### src/design/round_robin_scheduler_with_sleep_top_defines.svh
// assertion macros for the round-robin scheduler
// used by the top level; needs nothing else
`ifndef ROUND_ROBIN_SCHEDULER_WITH_SLEEP_TOP_DEFINES_SVH
`define ROUND_ROBIN_SCHEDULER_WITH_SLEEP_TOP_DEFINES_SVH

// same-cycle implication, off during reset
`define RRS_CHECK_NOW(lbl, clk, rst, ante, cons, msg) \
   lbl: assert property (@(posedge clk) disable iff (rst) (ante) |-> (cons)) \
      else $error(msg);

// next-cycle implication, off during reset
`define RRS_CHECK_NEXT(lbl, clk, rst, ante, cons, msg) \
   lbl: assert property (@(posedge clk) disable iff (rst) (ante) |=> (cons)) \
      else $error(msg);

`endif

### src/design/rrs_pkg.sv
// shared constants, codes and types of the round-robin scheduler
// no dependencies
`default_nettype none

package rrs_pkg;

   // defaults of the top-level parameters
   localparam int MAX_TASKS_DEF   = 16;
   localparam int SLEEP_WIDTH_DEF = 16;

   // fixed field widths
   localparam int MODE_W   = 3;
   localparam int ID_W     = 4;
   localparam int TICKS_W  = 16;
   localparam int STATUS_W = 2;
   localparam int SLICE_W  = 16;

   // request modes
   localparam logic [MODE_W-1:0] MODE_TICK   = 3'd0;
   localparam logic [MODE_W-1:0] MODE_SCHED  = 3'd1;
   localparam logic [MODE_W-1:0] MODE_ADD    = 3'd2;
   localparam logic [MODE_W-1:0] MODE_REMOVE = 3'd3;
   localparam logic [MODE_W-1:0] MODE_SLEEP  = 3'd4;

   // status codes
   localparam logic [STATUS_W-1:0] ST_OK         = 2'd0;
   localparam logic [STATUS_W-1:0] ST_RUN_FULL   = 2'd1;
   localparam logic [STATUS_W-1:0] ST_IGNORED    = 2'd2;
   localparam logic [STATUS_W-1:0] ST_SLEEP_FULL = 2'd3;

   // per-task mode codes
   localparam logic [1:0] TM_IDLE     = 2'd0;
   localparam logic [1:0] TM_ACTIVE   = 2'd1;
   localparam logic [1:0] TM_SLEEPING = 2'd2;

   localparam logic [SLICE_W-1:0] SLICE_RESET = 16'd10;
   localparam logic [TICKS_W-1:0] TICK_MAX    = 16'hFFFF;

   // queue control for one cycle
   typedef struct packed {
      logic pop;
      logic push;
   } qctl_type;

endpackage

`default_nettype wire

### src/design/rrs_intf.sv
// channel interfaces of the round-robin scheduler: request, response, csr write
// depends on rrs_pkg
`default_nettype none

interface rrs_req_if;
   import rrs_pkg::*;
   logic                valid;
   logic                ready;
   logic [MODE_W-1:0]   mode;
   logic [ID_W-1:0]     task_id;
   logic [TICKS_W-1:0]  sleep_ticks;
   modport source (output valid, mode, task_id, sleep_ticks, input ready);
   modport sink   (input valid, mode, task_id, sleep_ticks, output ready);
endinterface

interface rrs_rsp_if;
   import rrs_pkg::*;
   logic                valid;
   logic                ready;
   logic [ID_W-1:0]     active_task;
   logic                active_valid;
   logic [STATUS_W-1:0] status;
   modport source (output valid, active_task, active_valid, status, input ready);
   modport sink   (input valid, active_task, active_valid, status, output ready);
endinterface

interface rrs_csr_if;
   import rrs_pkg::*;
   logic               valid;
   logic               ready;
   logic [SLICE_W-1:0] data;
   modport source (output valid, data, input ready);
   modport sink   (input valid, data, output ready);
endinterface

`default_nettype wire

### src/design/round_robin_scheduler_with_sleep_top.sv
// channel   | dir | payload                                   | beat when
// req       | in  | mode, task_id, sleep_ticks                | req.valid && req.ready
// rsp       | out | active_task, active_valid, status         | rsp.valid && rsp.ready
// csr       | in  | data (time slice)                         | csr.valid && csr.ready
//
// one request at a time: schedule, add and refused requests go through exec and done;
// a tick also walks the sleep queue, and remove and sleep also walk the run queue;
// the walks step one queue cell per cycle through the shifting cell rows
// the response sits in an output register; the next request is taken meanwhile
// synchronous active-high reset clears queues, task modes and sleep counts
// depends on rrs_pkg, rrs_intf, rrs_queue and the assertion header
`default_nettype none
`include "round_robin_scheduler_with_sleep_top_defines.svh"

module round_robin_scheduler_with_sleep_top #(
   parameter int MAX_TASKS   = rrs_pkg::MAX_TASKS_DEF,
   parameter int SLEEP_WIDTH = rrs_pkg::SLEEP_WIDTH_DEF
) (
   input wire logic clock,
   input wire logic reset,
   rrs_req_if.sink   req,
   rrs_rsp_if.source rsp,
   rrs_csr_if.sink   csr
);
   import rrs_pkg::*;

   localparam int TW  = $clog2(MAX_TASKS);
   localparam int CW  = $clog2(MAX_TASKS + 1);
   localparam int SW  = SLEEP_WIDTH;
   localparam int XW  = (TW > ID_W) ? TW : ID_W;
   localparam int TXW = (SW > TICKS_W) ? SW : TICKS_W;

   localparam logic [2:0] S_IDLE   = 3'd0;
   localparam logic [2:0] S_EXEC   = 3'd1;
   localparam logic [2:0] S_TICK   = 3'd2;
   localparam logic [2:0] S_REMOVE = 3'd3;
   localparam logic [2:0] S_DONE   = 3'd4;

   logic [2:0]          state_ff, state_in;
   logic [MODE_W-1:0]   mode_ff, mode_in;
   logic [TW-1:0]       id_ff, id_in;
   logic                id_ok_ff, id_ok_in;
   logic [SW-1:0]       ticks_ff, ticks_in;
   logic [STATUS_W-1:0] status_ff, status_in;
   logic [CW-1:0]       walk_ff, walk_in;
   logic [SLICE_W-1:0]  slice_ff, slice_in;
   logic [TW-1:0]       cur_task_ff, cur_task_in;
   logic                cur_valid_ff, cur_valid_in;
   logic [TICKS_W-1:0]  cur_ticks_ff, cur_ticks_in;
   logic [TICKS_W-1:0]  idle_ticks_ff, idle_ticks_in;
   logic [1:0]          task_mode_ff [MAX_TASKS];
   logic [1:0]          task_mode_in [MAX_TASKS];
   logic [SW-1:0]       sleep_left_ff [MAX_TASKS];
   logic [SW-1:0]       sleep_left_in [MAX_TASKS];
   logic                rsp_valid_ff, rsp_valid_in;
   logic [ID_W-1:0]     rsp_task_ff, rsp_task_in;
   logic                rsp_act_ff, rsp_act_in;
   logic [STATUS_W-1:0] rsp_status_ff, rsp_status_in;

   qctl_type      run_ctl, sleep_ctl;
   logic [TW-1:0] run_data, sleep_data, run_head, sleep_head;
   logic [CW-1:0] run_cnt, sleep_cnt;
   logic [TW-1:0] tm_addr;
   logic [1:0]    tm_rd;
   logic [SW-1:0] sl_rd;
   logic          req_fire;
   logic [XW-1:0] id_x, cur_x;
   logic [TXW-1:0] tk_x;

   assign req_fire  = req.valid && req.ready;
   assign req.ready = (state_ff == S_IDLE);
   assign csr.ready = 1'b1;

   // run queue and sleep queue
   rrs_queue #(.DEPTH(MAX_TASKS), .DW(TW)) u_run_q (
      .clock     (clock),
      .reset     (reset),
      .ctl       (run_ctl),
      .push_data (run_data),
      .head      (run_head),
      .count     (run_cnt)
   );

   rrs_queue #(.DEPTH(MAX_TASKS), .DW(TW)) u_sleep_q (
      .clock     (clock),
      .reset     (reset),
      .ctl       (sleep_ctl),
      .push_data (sleep_data),
      .head      (sleep_head),
      .count     (sleep_cnt)
   );

   // single read address into each per-task table
   assign tm_addr = ((state_ff == S_EXEC) && (mode_ff == MODE_SCHED)) ? cur_task_ff : id_ff;
   assign tm_rd   = task_mode_ff[tm_addr];
   assign sl_rd   = sleep_left_ff[sleep_head];

   // request fields widened and clamped
   always_comb begin
      id_x = XW'(req.task_id);
      tk_x = TXW'(req.sleep_ticks);
      if (tk_x == '0) begin
         tk_x = TXW'(1);
      end
      if (tk_x > TXW'({SW{1'b1}})) begin
         tk_x = TXW'({SW{1'b1}});
      end
   end

   assign cur_x = XW'(cur_task_ff);

   // sequencer and scheduler state update
   always_comb begin : main_comb
      logic          valid_tmp;
      logic          preempt;
      logic [TW-1:0] nxt;
      logic [TICKS_W-1:0] used;

      valid_tmp     = 1'b0;
      preempt       = 1'b0;
      nxt           = cur_task_ff;
      used          = cur_ticks_ff;
      state_in      = state_ff;
      mode_in       = mode_ff;
      id_in         = id_ff;
      id_ok_in      = id_ok_ff;
      ticks_in      = ticks_ff;
      status_in     = status_ff;
      walk_in       = walk_ff;
      slice_in      = slice_ff;
      cur_task_in   = cur_task_ff;
      cur_valid_in  = cur_valid_ff;
      cur_ticks_in  = cur_ticks_ff;
      idle_ticks_in = idle_ticks_ff;
      task_mode_in  = task_mode_ff;
      sleep_left_in = sleep_left_ff;
      rsp_valid_in  = rsp_valid_ff;
      rsp_task_in   = rsp_task_ff;
      rsp_act_in    = rsp_act_ff;
      rsp_status_in = rsp_status_ff;
      run_ctl       = '0;
      sleep_ctl     = '0;
      run_data      = id_ff;
      sleep_data    = id_ff;

      if (csr.valid) begin
         slice_in = csr.data;
      end
      if (rsp_valid_ff && rsp.ready) begin
         rsp_valid_in = 1'b0;
      end

      unique case (state_ff)
         S_IDLE: begin
            if (req_fire) begin
               mode_in   = req.mode;
               id_in     = id_x[TW-1:0];
               id_ok_in  = (32'(req.task_id) < 32'(MAX_TASKS));
               ticks_in  = tk_x[SW-1:0];
               status_in = ST_OK;
               state_in  = S_EXEC;
            end
         end

         S_EXEC: begin
            state_in = S_DONE;
            unique case (mode_ff)
               MODE_TICK: begin
                  // charge the running task
                  if (cur_valid_ff) begin
                     if (cur_task_ff == '0) begin
                        if (idle_ticks_ff != TICK_MAX) begin
                           idle_ticks_in = idle_ticks_ff + TICKS_W'(1);
                        end
                     end else if (cur_ticks_ff != TICK_MAX) begin
                        cur_ticks_in = cur_ticks_ff + TICKS_W'(1);
                     end
                  end
                  walk_in = sleep_cnt;
                  if (sleep_cnt != '0) begin
                     state_in = S_TICK;
                  end
               end

               MODE_SCHED: begin
                  valid_tmp = cur_valid_ff && (tm_rd == TM_ACTIVE);
                  if (valid_tmp) begin
                     used = (cur_task_ff == '0) ? idle_ticks_ff : cur_ticks_ff;
                     if (used >= slice_ff) begin
                        if (cur_task_ff == '0) begin
                           idle_ticks_in   = '0;
                           task_mode_in[0] = TM_IDLE;
                        end else begin
                           cur_ticks_in = '0;
                           preempt      = 1'b1;
                           task_mode_in[cur_task_ff] = TM_IDLE;
                        end
                        valid_tmp = 1'b0;
                     end
                  end
                  // pick the next task, requeueing a preempted one at the tail
                  if (!valid_tmp) begin
                     if (preempt) begin
                        if (run_cnt == '0) begin
                           nxt = cur_task_ff;
                        end else begin
                           nxt          = run_head;
                           run_ctl.pop  = 1'b1;
                           run_ctl.push = 1'b1;
                           run_data     = cur_task_ff;
                        end
                     end else if (run_cnt != '0) begin
                        nxt         = run_head;
                        run_ctl.pop = 1'b1;
                     end else begin
                        nxt = '0;
                     end
                     cur_task_in       = nxt;
                     task_mode_in[nxt] = TM_ACTIVE;
                     if (nxt != '0) begin
                        cur_ticks_in = '0;
                     end
                  end
                  cur_valid_in = 1'b1;
               end

               MODE_ADD: begin
                  if (!id_ok_ff || (id_ff == '0)) begin
                     status_in = ST_IGNORED;
                  end else if (run_cnt >= CW'(MAX_TASKS)) begin
                     status_in = ST_RUN_FULL;
                  end else begin
                     run_ctl.push        = 1'b1;
                     task_mode_in[id_ff] = TM_IDLE;
                     if (cur_task_ff == id_ff) begin
                        cur_ticks_in = '0;
                     end
                  end
               end

               MODE_REMOVE: begin
                  if (!id_ok_ff) begin
                     status_in = ST_IGNORED;
                  end else begin
                     if (cur_valid_ff && (cur_task_ff == id_ff)) begin
                        cur_valid_in = 1'b0;
                     end
                     walk_in = run_cnt;
                     if (run_cnt != '0) begin
                        state_in = S_REMOVE;
                     end
                  end
               end

               MODE_SLEEP: begin
                  if (!id_ok_ff) begin
                     status_in = ST_IGNORED;
                  end else if (tm_rd == TM_SLEEPING) begin
                     sleep_left_in[id_ff] = ticks_ff;
                  end else if (sleep_cnt >= CW'(MAX_TASKS)) begin
                     status_in = ST_SLEEP_FULL;
                  end else begin
                     sleep_left_in[id_ff] = ticks_ff;
                     task_mode_in[id_ff]  = TM_SLEEPING;
                     sleep_ctl.push       = 1'b1;
                     if (cur_valid_ff && (cur_task_ff == id_ff)) begin
                        cur_valid_in = 1'b0;
                     end
                     walk_in = run_cnt;
                     if (run_cnt != '0) begin
                        state_in = S_REMOVE;
                     end
                  end
               end

               default: begin
                  status_in = ST_IGNORED;
               end
            endcase
         end

         S_TICK: begin
            // one sleeper per cycle: count down, wake or retry
            walk_in    = walk_ff - CW'(1);
            sleep_data = sleep_head;
            run_data   = sleep_head;
            if (walk_ff == CW'(1)) begin
               state_in = S_DONE;
            end
            sleep_ctl.pop = 1'b1;
            if (sl_rd <= SW'(1)) begin
               if (sleep_head == '0) begin
                  sleep_left_in[sleep_head] = '0;
               end else if (run_cnt < CW'(MAX_TASKS)) begin
                  run_ctl.push                = 1'b1;
                  task_mode_in[sleep_head]    = TM_IDLE;
                  sleep_left_in[sleep_head]   = '0;
                  if (cur_task_ff == sleep_head) begin
                     cur_ticks_in = '0;
                  end
               end else begin
                  sleep_left_in[sleep_head] = SW'(1);
                  status_in      = ST_RUN_FULL;
                  sleep_ctl.push = 1'b1;
               end
            end else begin
               sleep_left_in[sleep_head] = sl_rd - SW'(1);
               sleep_ctl.push            = 1'b1;
            end
         end

         S_REMOVE: begin
            // rotate the run queue once, dropping the named task
            walk_in      = walk_ff - CW'(1);
            run_ctl.pop  = 1'b1;
            run_ctl.push = (run_head != id_ff);
            run_data     = run_head;
            if (walk_ff == CW'(1)) begin
               state_in = S_DONE;
            end
         end

         S_DONE: begin
            if (!rsp_valid_ff || rsp.ready) begin
               rsp_valid_in  = 1'b1;
               rsp_task_in   = cur_valid_ff ? cur_x[ID_W-1:0] : '0;
               rsp_act_in    = cur_valid_ff;
               rsp_status_in = status_ff;
               state_in      = S_IDLE;
            end
         end

         default: begin
            state_in = S_IDLE;
         end
      endcase
   end

   // control state
   always_ff @(posedge clock) begin
      if (reset) begin
         state_ff      <= S_IDLE;
         walk_ff       <= '0;
         slice_ff      <= SLICE_RESET;
         cur_task_ff   <= '0;
         cur_valid_ff  <= 1'b0;
         cur_ticks_ff  <= '0;
         idle_ticks_ff <= '0;
         rsp_valid_ff  <= 1'b0;
         for (int k = 0; k < MAX_TASKS; k++) begin
            task_mode_ff[k]  <= TM_IDLE;
            sleep_left_ff[k] <= '0;
         end
      end else begin
         state_ff      <= state_in;
         walk_ff       <= walk_in;
         slice_ff      <= slice_in;
         cur_task_ff   <= cur_task_in;
         cur_valid_ff  <= cur_valid_in;
         cur_ticks_ff  <= cur_ticks_in;
         idle_ticks_ff <= idle_ticks_in;
         rsp_valid_ff  <= rsp_valid_in;
         task_mode_ff  <= task_mode_in;
         sleep_left_ff <= sleep_left_in;
      end
   end

   // request and response payload
   always_ff @(posedge clock) begin
      mode_ff       <= mode_in;
      id_ff         <= id_in;
      id_ok_ff      <= id_ok_in;
      ticks_ff      <= ticks_in;
      status_ff     <= status_in;
      rsp_task_ff   <= rsp_task_in;
      rsp_act_ff    <= rsp_act_in;
      rsp_status_ff <= rsp_status_in;
   end

   assign rsp.valid        = rsp_valid_ff;
   assign rsp.active_task  = rsp_task_ff;
   assign rsp.active_valid = rsp_act_ff;
   assign rsp.status       = rsp_status_ff;

   // checks
   `RRS_CHECK_NEXT(a_one_in_flight, clock, reset, req.valid && req.ready, !req.ready, "second beat taken while busy")
   `RRS_CHECK_NOW(a_walk_live, clock, reset, (state_ff == S_TICK) || (state_ff == S_REMOVE), walk_ff != '0, "queue walk with zero count")
   `RRS_CHECK_NOW(a_run_bound, clock, reset, 1'b1, (run_cnt <= CW'(MAX_TASKS)) && (sleep_cnt <= CW'(MAX_TASKS)), "queue count beyond depth")
   `RRS_CHECK_NOW(a_idle_task_zero, clock, reset, rsp.valid && !rsp.active_valid, rsp.active_task == '0, "task shown with none running")

endmodule

`default_nettype wire

### src/design/rrs_cell.sv
// one queue cell: holds an entry, takes its right neighbour on shift
// no dependencies
`default_nettype none

module rrs_cell #(
   parameter int DW = 4
) (
   input  wire logic          clock,
   input  wire logic          shift,
   input  wire logic          load,
   input  wire logic [DW-1:0] right_data,
   input  wire logic [DW-1:0] load_data,
   output logic      [DW-1:0] data
);

   logic [DW-1:0] data_ff, data_in;

   // shift from the neighbour, a load of a new tail entry wins
   always_comb begin
      data_in = data_ff;
      if (shift) begin
         data_in = right_data;
      end
      if (load) begin
         data_in = load_data;
      end
   end

   always_ff @(posedge clock) begin
      data_ff <= data_in;
   end

   assign data = data_ff;

endmodule

`default_nettype wire

### src/design/rrs_queue.sv
// fifo built as a row of shifting cells, head in cell 0
// depends on rrs_pkg and rrs_cell
`default_nettype none

module rrs_queue #(
   parameter  int DEPTH = 16,
   parameter  int DW    = 4,
   localparam int CW    = $clog2(DEPTH + 1)
) (
   input  wire logic              clock,
   input  wire logic              reset,
   input  wire rrs_pkg::qctl_type ctl,
   input  wire logic [DW-1:0]     push_data,
   output logic      [DW-1:0]     head,
   output logic      [CW-1:0]     count
);
   import rrs_pkg::*;

   logic [CW-1:0] count_ff, count_in;
   logic [CW-1:0] wpos;
   logic [DW-1:0] cell_q     [DEPTH];
   logic [DW-1:0] cell_right [DEPTH];

   // tail slot moves down by one when the head leaves in the same cycle
   assign wpos     = ctl.pop ? (count_ff - CW'(1)) : count_ff;
   assign count_in = count_ff + CW'(ctl.push) - CW'(ctl.pop);

   // row of cells
   for (genvar i = 0; i < DEPTH; i++) begin : g_cell
      if (i == DEPTH - 1) begin : g_last
         assign cell_right[i] = '0;
      end else begin : g_mid
         assign cell_right[i] = cell_q[i+1];
      end
      rrs_cell #(.DW(DW)) u_cell (
         .clock      (clock),
         .shift      (ctl.pop),
         .load       (ctl.push && (wpos == CW'(i))),
         .right_data (cell_right[i]),
         .load_data  (push_data),
         .data       (cell_q[i])
      );
   end

   always_ff @(posedge clock) begin
      if (reset) begin
         count_ff <= '0;
      end else begin
         count_ff <= count_in;
      end
   end

   assign head  = cell_q[0];
   assign count = count_ff;

endmodule

`default_nettype wire
### src/flat_wrapper.sv
// flat-port wrapper written by rule: the top's interface ports become plain ports
module round_robin_scheduler_with_sleep_top_flat import rrs_pkg::*;
#(
   parameter int MAX_TASKS   = rrs_pkg::MAX_TASKS_DEF,
   parameter int SLEEP_WIDTH = rrs_pkg::SLEEP_WIDTH_DEF
)
  (clock, reset, req_valid, req_mode, req_task_id, req_sleep_ticks, req_ready, rsp_valid, rsp_active_task, rsp_active_valid, rsp_status, rsp_ready, csr_valid, csr_data, csr_ready);
  rrs_req_if req_i ();
  rrs_rsp_if rsp_i ();
  rrs_csr_if csr_i ();
  input wire logic clock;
  input wire logic reset;
  input wire logic [$bits(req_i.valid)-1:0] req_valid;
  input wire logic [$bits(req_i.mode)-1:0] req_mode;
  input wire logic [$bits(req_i.task_id)-1:0] req_task_id;
  input wire logic [$bits(req_i.sleep_ticks)-1:0] req_sleep_ticks;
  output wire logic [$bits(req_i.ready)-1:0] req_ready;
  output wire logic [$bits(rsp_i.valid)-1:0] rsp_valid;
  output wire logic [$bits(rsp_i.active_task)-1:0] rsp_active_task;
  output wire logic [$bits(rsp_i.active_valid)-1:0] rsp_active_valid;
  output wire logic [$bits(rsp_i.status)-1:0] rsp_status;
  input wire logic [$bits(rsp_i.ready)-1:0] rsp_ready;
  input wire logic [$bits(csr_i.valid)-1:0] csr_valid;
  input wire logic [$bits(csr_i.data)-1:0] csr_data;
  output wire logic [$bits(csr_i.ready)-1:0] csr_ready;
  assign req_i.valid = req_valid;
  assign req_i.mode = req_mode;
  assign req_i.task_id = req_task_id;
  assign req_i.sleep_ticks = req_sleep_ticks;
  assign req_ready = req_i.ready;
  assign rsp_valid = rsp_i.valid;
  assign rsp_active_task = rsp_i.active_task;
  assign rsp_active_valid = rsp_i.active_valid;
  assign rsp_status = rsp_i.status;
  assign rsp_i.ready = rsp_ready;
  assign csr_i.valid = csr_valid;
  assign csr_i.data = csr_data;
  assign csr_ready = csr_i.ready;
  round_robin_scheduler_with_sleep_top #(.MAX_TASKS(MAX_TASKS), .SLEEP_WIDTH(SLEEP_WIDTH)) u_core (.clock(clock), .reset(reset), .req(req_i), .rsp(rsp_i), .csr(csr_i));
endmodule
### config.mk
export PLATFORM = sky130hd
export DESIGN_NAME = round_robin_scheduler_with_sleep_top_flat
export DESIGN_NICKNAME = d
export VERILOG_FILES = /design/src/design/rrs_pkg.sv /design/src/design/rrs_intf.sv /design/src/design/round_robin_scheduler_with_sleep_top.sv /design/src/design/rrs_cell.sv /design/src/design/rrs_queue.sv /design/src/flat_wrapper.sv
export VERILOG_INCLUDE_DIRS = /design/src /design/src/design
export SDC_FILE = /design/constraint.sdc
export NUM_CORES = 2
export LEC_CHECK = 0
export BUFFER_PORTS_ARGS = -buffer_cell sky130_fd_sc_hd__buf_2
export CAP_MARGIN = 20
export CORE_MARGIN = 5
export CORE_UTILIZATION = 28
export CTS_BUF_LIST = sky130_fd_sc_hd__clkbuf_4
export DETAILED_ROUTE_END_ITERATION = 8
export PLACE_DENSITY = 0.42
export SLEW_MARGIN = 40
export SYNTH_ARGS = -nofsm -noshare
export SYNTH_HDL_FRONTEND = slang
export SYNTH_SLANG_ARGS = --single-unit
### constraint.sdc
create_clock -name clock -period 13.33 [get_ports clock]
set_clock_uncertainty 0.1 [all_clocks]
set_input_delay 0.6665 -clock clock [delete_from_list [all_inputs] [get_ports clock]]
set_output_delay 0.6665 -clock clock [all_outputs]
set_load 0.05 [all_outputs]
# Word level (Yosys, flattened, before mapping)

Cells that the tools add are included.
Widths: inputs -> output; s select.

Add/sub/neg operators: 10
Divide/modulo/power cells: 0
Reductions and logical operators: 106
Equality and inequality tests: 79
Shift-type cells: 0
Bitwise logic cells: 23
Order comparisons: 15
$mul: 0
Mux-type cells: 209

Operator list:

| kind               | count |
|---|---|
| $mux 256           | 6 |
| $bwmux 256         | 2 |
| $pmux 256 s2       | 1 |
| $mux 16            | 27 |
| $mux 32            | 12 |
| $mux 4             | 76 |
| $and 256x256->256  | 1 |
| $not 256->256      | 1 |
| $and 240x240->240  | 1 |
| $not 240->240      | 1 |
| $demux 16 s4       | 2 |
| $and 32x32->32     | 3 |
| $not 32->32        | 3 |
| $pmux 32 s3        | 1 |
| $eq 5x4->1 const B | 16 |
| $reduce_bool 2->1  | 35 |
| $bmux 16 s4        | 1 |
| $pmux 16 s2        | 2 |
| $pmux 32 s2        | 1 |
| $or 16x16->16      | 3 |
| $pmux 16 s3        | 1 |
| $logic_and 1x1->1  | 41 |
| $eq 5x3->1 const B | 8 |
| $ge 5x5->1 const B | 7 |
| other kinds (62)   | 190 |

Memories: 0
Input bits: 44
Bits in writable memories: 0
Bits in latches: 0
Memory bits (read-only): 0
Logic and storage cells: 523
Output and inout port bits: 10
Register bits after elaboration: 520

# Depth between registers and ports, before layout

Depth in word-level cells: 26
Depth in mapped cells: 28
Gate-level depth less buffers: 24

# Hierarchy

Synthesis repeated with hierarchy kept, for this count alone.

Cells, all modules: 3,093
Area, all modules: 29,504.5 sq um

By module, submodules not included:

| module                               | area each (sq um) | times used | cells each | seq. area each (sq um) |
|---|---|---|---|---|
| round_robin_scheduler_with_sleep_top | 22,799.4          | 1          | 2,649      | 7,967.6 |
| rrs_cell                             | 171.4             | 32         | 9          | 120.1 |
| rrs_queue (u_core.u_run_q)           | 615.6             | 1          | 76         | 100.1 |
| rrs_queue (u_core.u_sleep_q)         | 604.3             | 1          | 80         | 100.1 |

# Least setup slack after synthesis

OpenSTA, ideal clock, no wires.

Path type: reg2reg
Start point: register u_core.cur_task_ff[1]
End point: register u_core.u_run_q.count_ff[4] (netlist: u_core.u_run_q.count[4])
Period minus slack after synthesis: 5.697 ns
Required time: 13.098 ns
Data arrival time: 5.465 ns
Path slack: 7.633 ns
Buffers on the path: 5
Stages on the path, launching flop included: 29
Setup time: 0.132 ns
Cells stage by stage: dfxtp_1 > clkbuf_1 > clkbuf_1 > nor4_1 > clkbuf_1 > nand2_1 > nand2_1 > ha_1 > a21o_1 > a21o_1 > a21oi_1 > nor2_1 > a211oi_1 > o31a_1 > nand4_1 > a21oi_1 > buf_2 > clkbuf_1 > inv_1 > ha_1 > inv_1 > ha_1 > inv_1 > fa_1 > nor2_1 > nor2_1 > nor2_1 > or3_1 > a21oi_1

Longest elaborated chain between the ends: 16
Elaborated cells between the ends (all ways): 28
Those cells by class: add/sub: 2; order compare: 1; eq/ne: 1; mux: 21; bitwise: 1; reduce/logical: 2

Ends and longest elaborated chain:

| element                                                               | RTL line                                    | source |
|---|---|---|
| start, declared                                                       | round_robin_scheduler_with_sleep_top.sv:47  | `logic [TW-1:0] cur_task_ff, cur_task_in;` |
| start signal, assigned                                                | round_robin_scheduler_with_sleep_top.sv:358 | `cur_task_ff <= cur_task_in;` |
| parallel branches: the longest is 11 deep, another holds $ge 16x16->1 | n/a                                         |  |
| $mux 2 (*)                                                            | round_robin_scheduler_with_sleep_top.sv:202 | `if (!valid_tmp) begin` |
| $pmux 1 s2                                                            | round_robin_scheduler_with_sleep_top.sv:167 | `unique case (mode_ff)` |
| $pmux 1 s3                                                            | round_robin_scheduler_with_sleep_top.sv:153 | `unique case (state_ff)` |
| $add 5x1->5                                                           | rrs_queue.sv:26                             | `assign count_in = count_ff + CW'(ctl.push) - CW'(ctl.pop);` |
| $sub 5x1->5 (*)                                                       | rrs_queue.sv:26                             |  |
| end signal, assigned                                                  | rrs_queue.sv:49                             | `count_ff <= count_in;` |
| end, declared                                                         | rrs_queue.sv:19                             | `logic [CW-1:0] count_ff, count_in;` |

Every way passes the cells marked *. The select of a mux whose other input is x is not followed.
A chain may end at the register's enable or synchronous reset.

# Final worst setup path

Start point: register u_core.cur_task_ff[0]
End point: register u_core.u_run_q.count_ff[4] (netlist: u_core.u_run_q.count[4])

Same word-level chain as after synthesis.

==> impl_metrics.ini <==
[status]
status = finished, final reports clean

[yosys]
yosysTopAreaCell = dfxtp_1
syn_area_um2 = 28570
synth_area_leaders = dfxtp_1 25%, edfxtp_1 17%, a22o_1 6.6%
synth_top_area_share_pct = 25.22
synth_flop_cell = dfxtp_1
postSynthCellCount = 3009
synth_cell_types = 92
synth_seq_area_share_pct = 42.04
synth_area_per_cell_um2 = 9.496
synthArstFlopShare_pct = 0
syn_nets = 3095
synth_seq_cells = 520
synth_edf_count = 160
ys_warn_count = 0

[place]
io_buffers = 52
gp_congestion = 0.9237
dpl-instance-area_um2 = 30690
dp_hpwl_um = 79100
dpl.cell_count = 4259

[clock_tree]
clk_pin_slew_ns = 0.07
clock_latency_ns = 1.05
cts-root-buf = clkbuf_4
h-tree-depth = 4
cts_buffers = 154
numClockSinks = 520
post-cts-setup-buffer-count = 0
clockBufferDepth = 3
cts_tree = yes

[sta]
min_period_over_period_pct = 48.54
whs_ns = 0.1171
rsz0062_at_grt = false
setup_violations = 0
period_needed_ns = 6.471
hold_viol_final = 0
finalMaxSlewViolations = 0
worst_pin_slew_ns = 0.8993
slew_headroom_pct = 39.90
max_freq_mhz = 154.5
setup_tns_ns = 0

[die]
core.rowCount = 117
ios = 54
die_w_um = 329.4
coreArea_um2 = 101600
initial_utilization_pct = 28.12
die_h_um = 329.4
die-area_um2 = 108500

[route]
drtPass1Iterations = 8
drc = 0
antenna_left = 0
drtIter0Drc = 2590
vias = 26940
vias_per_cell = 5.858
wl_per_cell_um = 26.14
routed_wirelength_um = 120200

[cells_and_area]
fin_area_um2 = 33450
layout-drive-gt1-share_pct = 21.53
instances_no_fill = 4599
fillers = 10570
layout_commonest_cell = dfxtp_1
layout_common_cells = 360 x dfxtp_1, 269 x nand2_1, 236 x o22ai_1
nets = 3197
syn_to_final_growth_pct = 17.08

[pwr]
p_switching_w = 0.001823
combPwrFrac_pct = 27.7
ir_worst_vdd_mv = 0.09843
share_seq_of_total_power_pct = 37.5
netSwitchingFraction_pct = 38.02
clkPwrFrac_pct = 34.8
intPower_w = 0.002972
total_power_w = 0.004795
power_per_cell_area_nw_per_um2 = 143.3
leakage_nw = 12.09

[grt]
overflow = 0
grt_usage_pct = 21.51
grt_pass1_vias = 27010
grt_pass1_wl_um = 177800
grt_max_degree = 61
antenna_found_initial = 3

[setup_path]
rrSetupSlack_ns = 6.86
worst_setup_path_end_kind = flop
cp-start-kind = flop
cp_data_required_time_ns = 14.09
crit_fanout = 19
critPathKind = flop to flop
cp.arrival_ns = 7.23

[worst_hold_path]
hold_class = input port to flop

[run]
maxCapViolations = 0
-- worst max-delay path, cell delays in order, from the launching register on --
cell,delay (ns)
dfxtp_1,0.58
nor2_1,0.71
nand2_1,0.67
nand2_1,0.23
nand2_1,0.08
ha_1,0.27
a21o_1,0.15
a21oi_1,0.13
o21ai_0,0.09
a221oi_1,0.53
o31a_1,0.42
nor4_4,0.11
buf_4,0.21
a31oi_1,0.52
ha_1,0.35
inv_1,0.06
ha_1,0.16
inv_1,0.06
fa_1,0.42
nor2_1,0.12
nor2_1,0.05
nor2_1,0.10
or3_1,0.12
a21oi_1,0.06
-- sequential cells by signal, summed over array words and instances (netlist names), 16 cells and up, named ones only --
name                                 flops
u_core.slice_ff                         16
u_core.u_run_q.g_cell.u_cell.data       64
u_core.task_mode_ff                     32
u_core.idle_ticks_ff                    16
u_core.cur_ticks_ff                     16
u_core.sleep_left_ff                   240
u_core.ticks_ff                         16
u_core.u_sleep_q.g_cell.u_cell.data     64
-- Yosys cell counts (all sizes together) (16+ instances only) --
cell      n
a211oi   36
a21oi   159
a221oi   16
a22o    214
a22oi    62
a31oi    46
and3     26
buf      49
clkbuf  216
dfxtp   360
edfxtp  160
ha       40
inv      53
mux2    123
mux2i    33
mux4     67
nand2   287
nand2b   39
nand3    67
nand4    19
nor2    215
nor3     46
nor4     22
o211ai   16
o21ai   147
o22ai   236
or3      19
xnor2    25
xor2     22
-- layout make-up --
type	instances	area [um2]	area share, %
Antenna cell	3	7.507	0.02244
Clock buffer	235	1764	5.274
Clock inverter	38	307.8	0.9201
Inverter	54	203.9	0.6096
Multi-Input combinational cell	2170	15780	47.17
Sequential cell	520	12010	35.91
Tap cell	1368	1712	5.117
Timing Repair Buffer	211	1668	4.986
-- metrics by stage --
| step | util (%) | setup WS (ns) |
|---|---|---|
| floorplan | - | 7.633 |
| global placement | 29.83 | 6.899 |
| detailed placement | 30.21 | 6.890 |
| CTS | 32.87 | 6.835 |
| global route | 32.93 | 6.432 |
| finish | 32.93 | 6.859 |
-- what timing repair did --
action | in CTS | in global routing
endpoints found under the hold margin | 67 | 0
hold buffers | 63 | 0
gates resized for setup | 0 | 0
-- cells by family (layout without fill, tap and decap cells) --
| kind of cell | count (synthesis) | after routing | share of synthesized area (%) |
|---|---|---|---|
| buf+inv | 319 | 538 | 4.458 |
| fa+ha+maj | 42 | 42 | 1.892 |
| compound gates | 1044 | 1044 | 25.12 |
| simple gates | 813 | 813 | 13.75 |
| mux | 223 | 223 | 11.28 |
| flops | 520 | 520 | 42.04 |
| xor+xnor | 47 | 47 | 1.441 |
| other cells | 1 | 4 | 0.01312 |
-- per-layer routing --
| layer | routed length (um) | global-route usage [%] |
|---|---|---|
| met4 | 5066 | 9.260 |
| met5 | 13 | 0 |
| met1 | 50470 | 27.69 |
| met3 | 9481 | 4.742 |
| met2 | 55190 | 34.89 |
-- power by group through the flow --
stage / logic [W] / clock network [W] / registers [W]
6_report: 0.00133 / 0.00167 / 0.00180
5_1_grt: 0.00141 / 0.00180 / 0.00181
4_1_cts: 0.00131 / 0.00172 / 0.00180
3_5_place_dp: 0.00129 / 0 / 0.00183
3_3_place_gp: 0.00126 / 0 / 0.00183
2_1_floorplan: 0.000789 / 0 / 0.00180
-- worst paths after layout --
kind	depth (start not counted)	to	from
max	23	u_core.u_run_q.count[4]	u_core.cur_task_ff[0]
min	3	u_core.slice_ff[3]	csr_valid
max reg2reg	23	u_core.u_run_q.count[4]	u_core.cur_task_ff[0]
min reg2reg	0	u_core.rsp.status[0]	u_core.status_ff[0]
No activity file was read; power rests on OpenSTA's default activity.
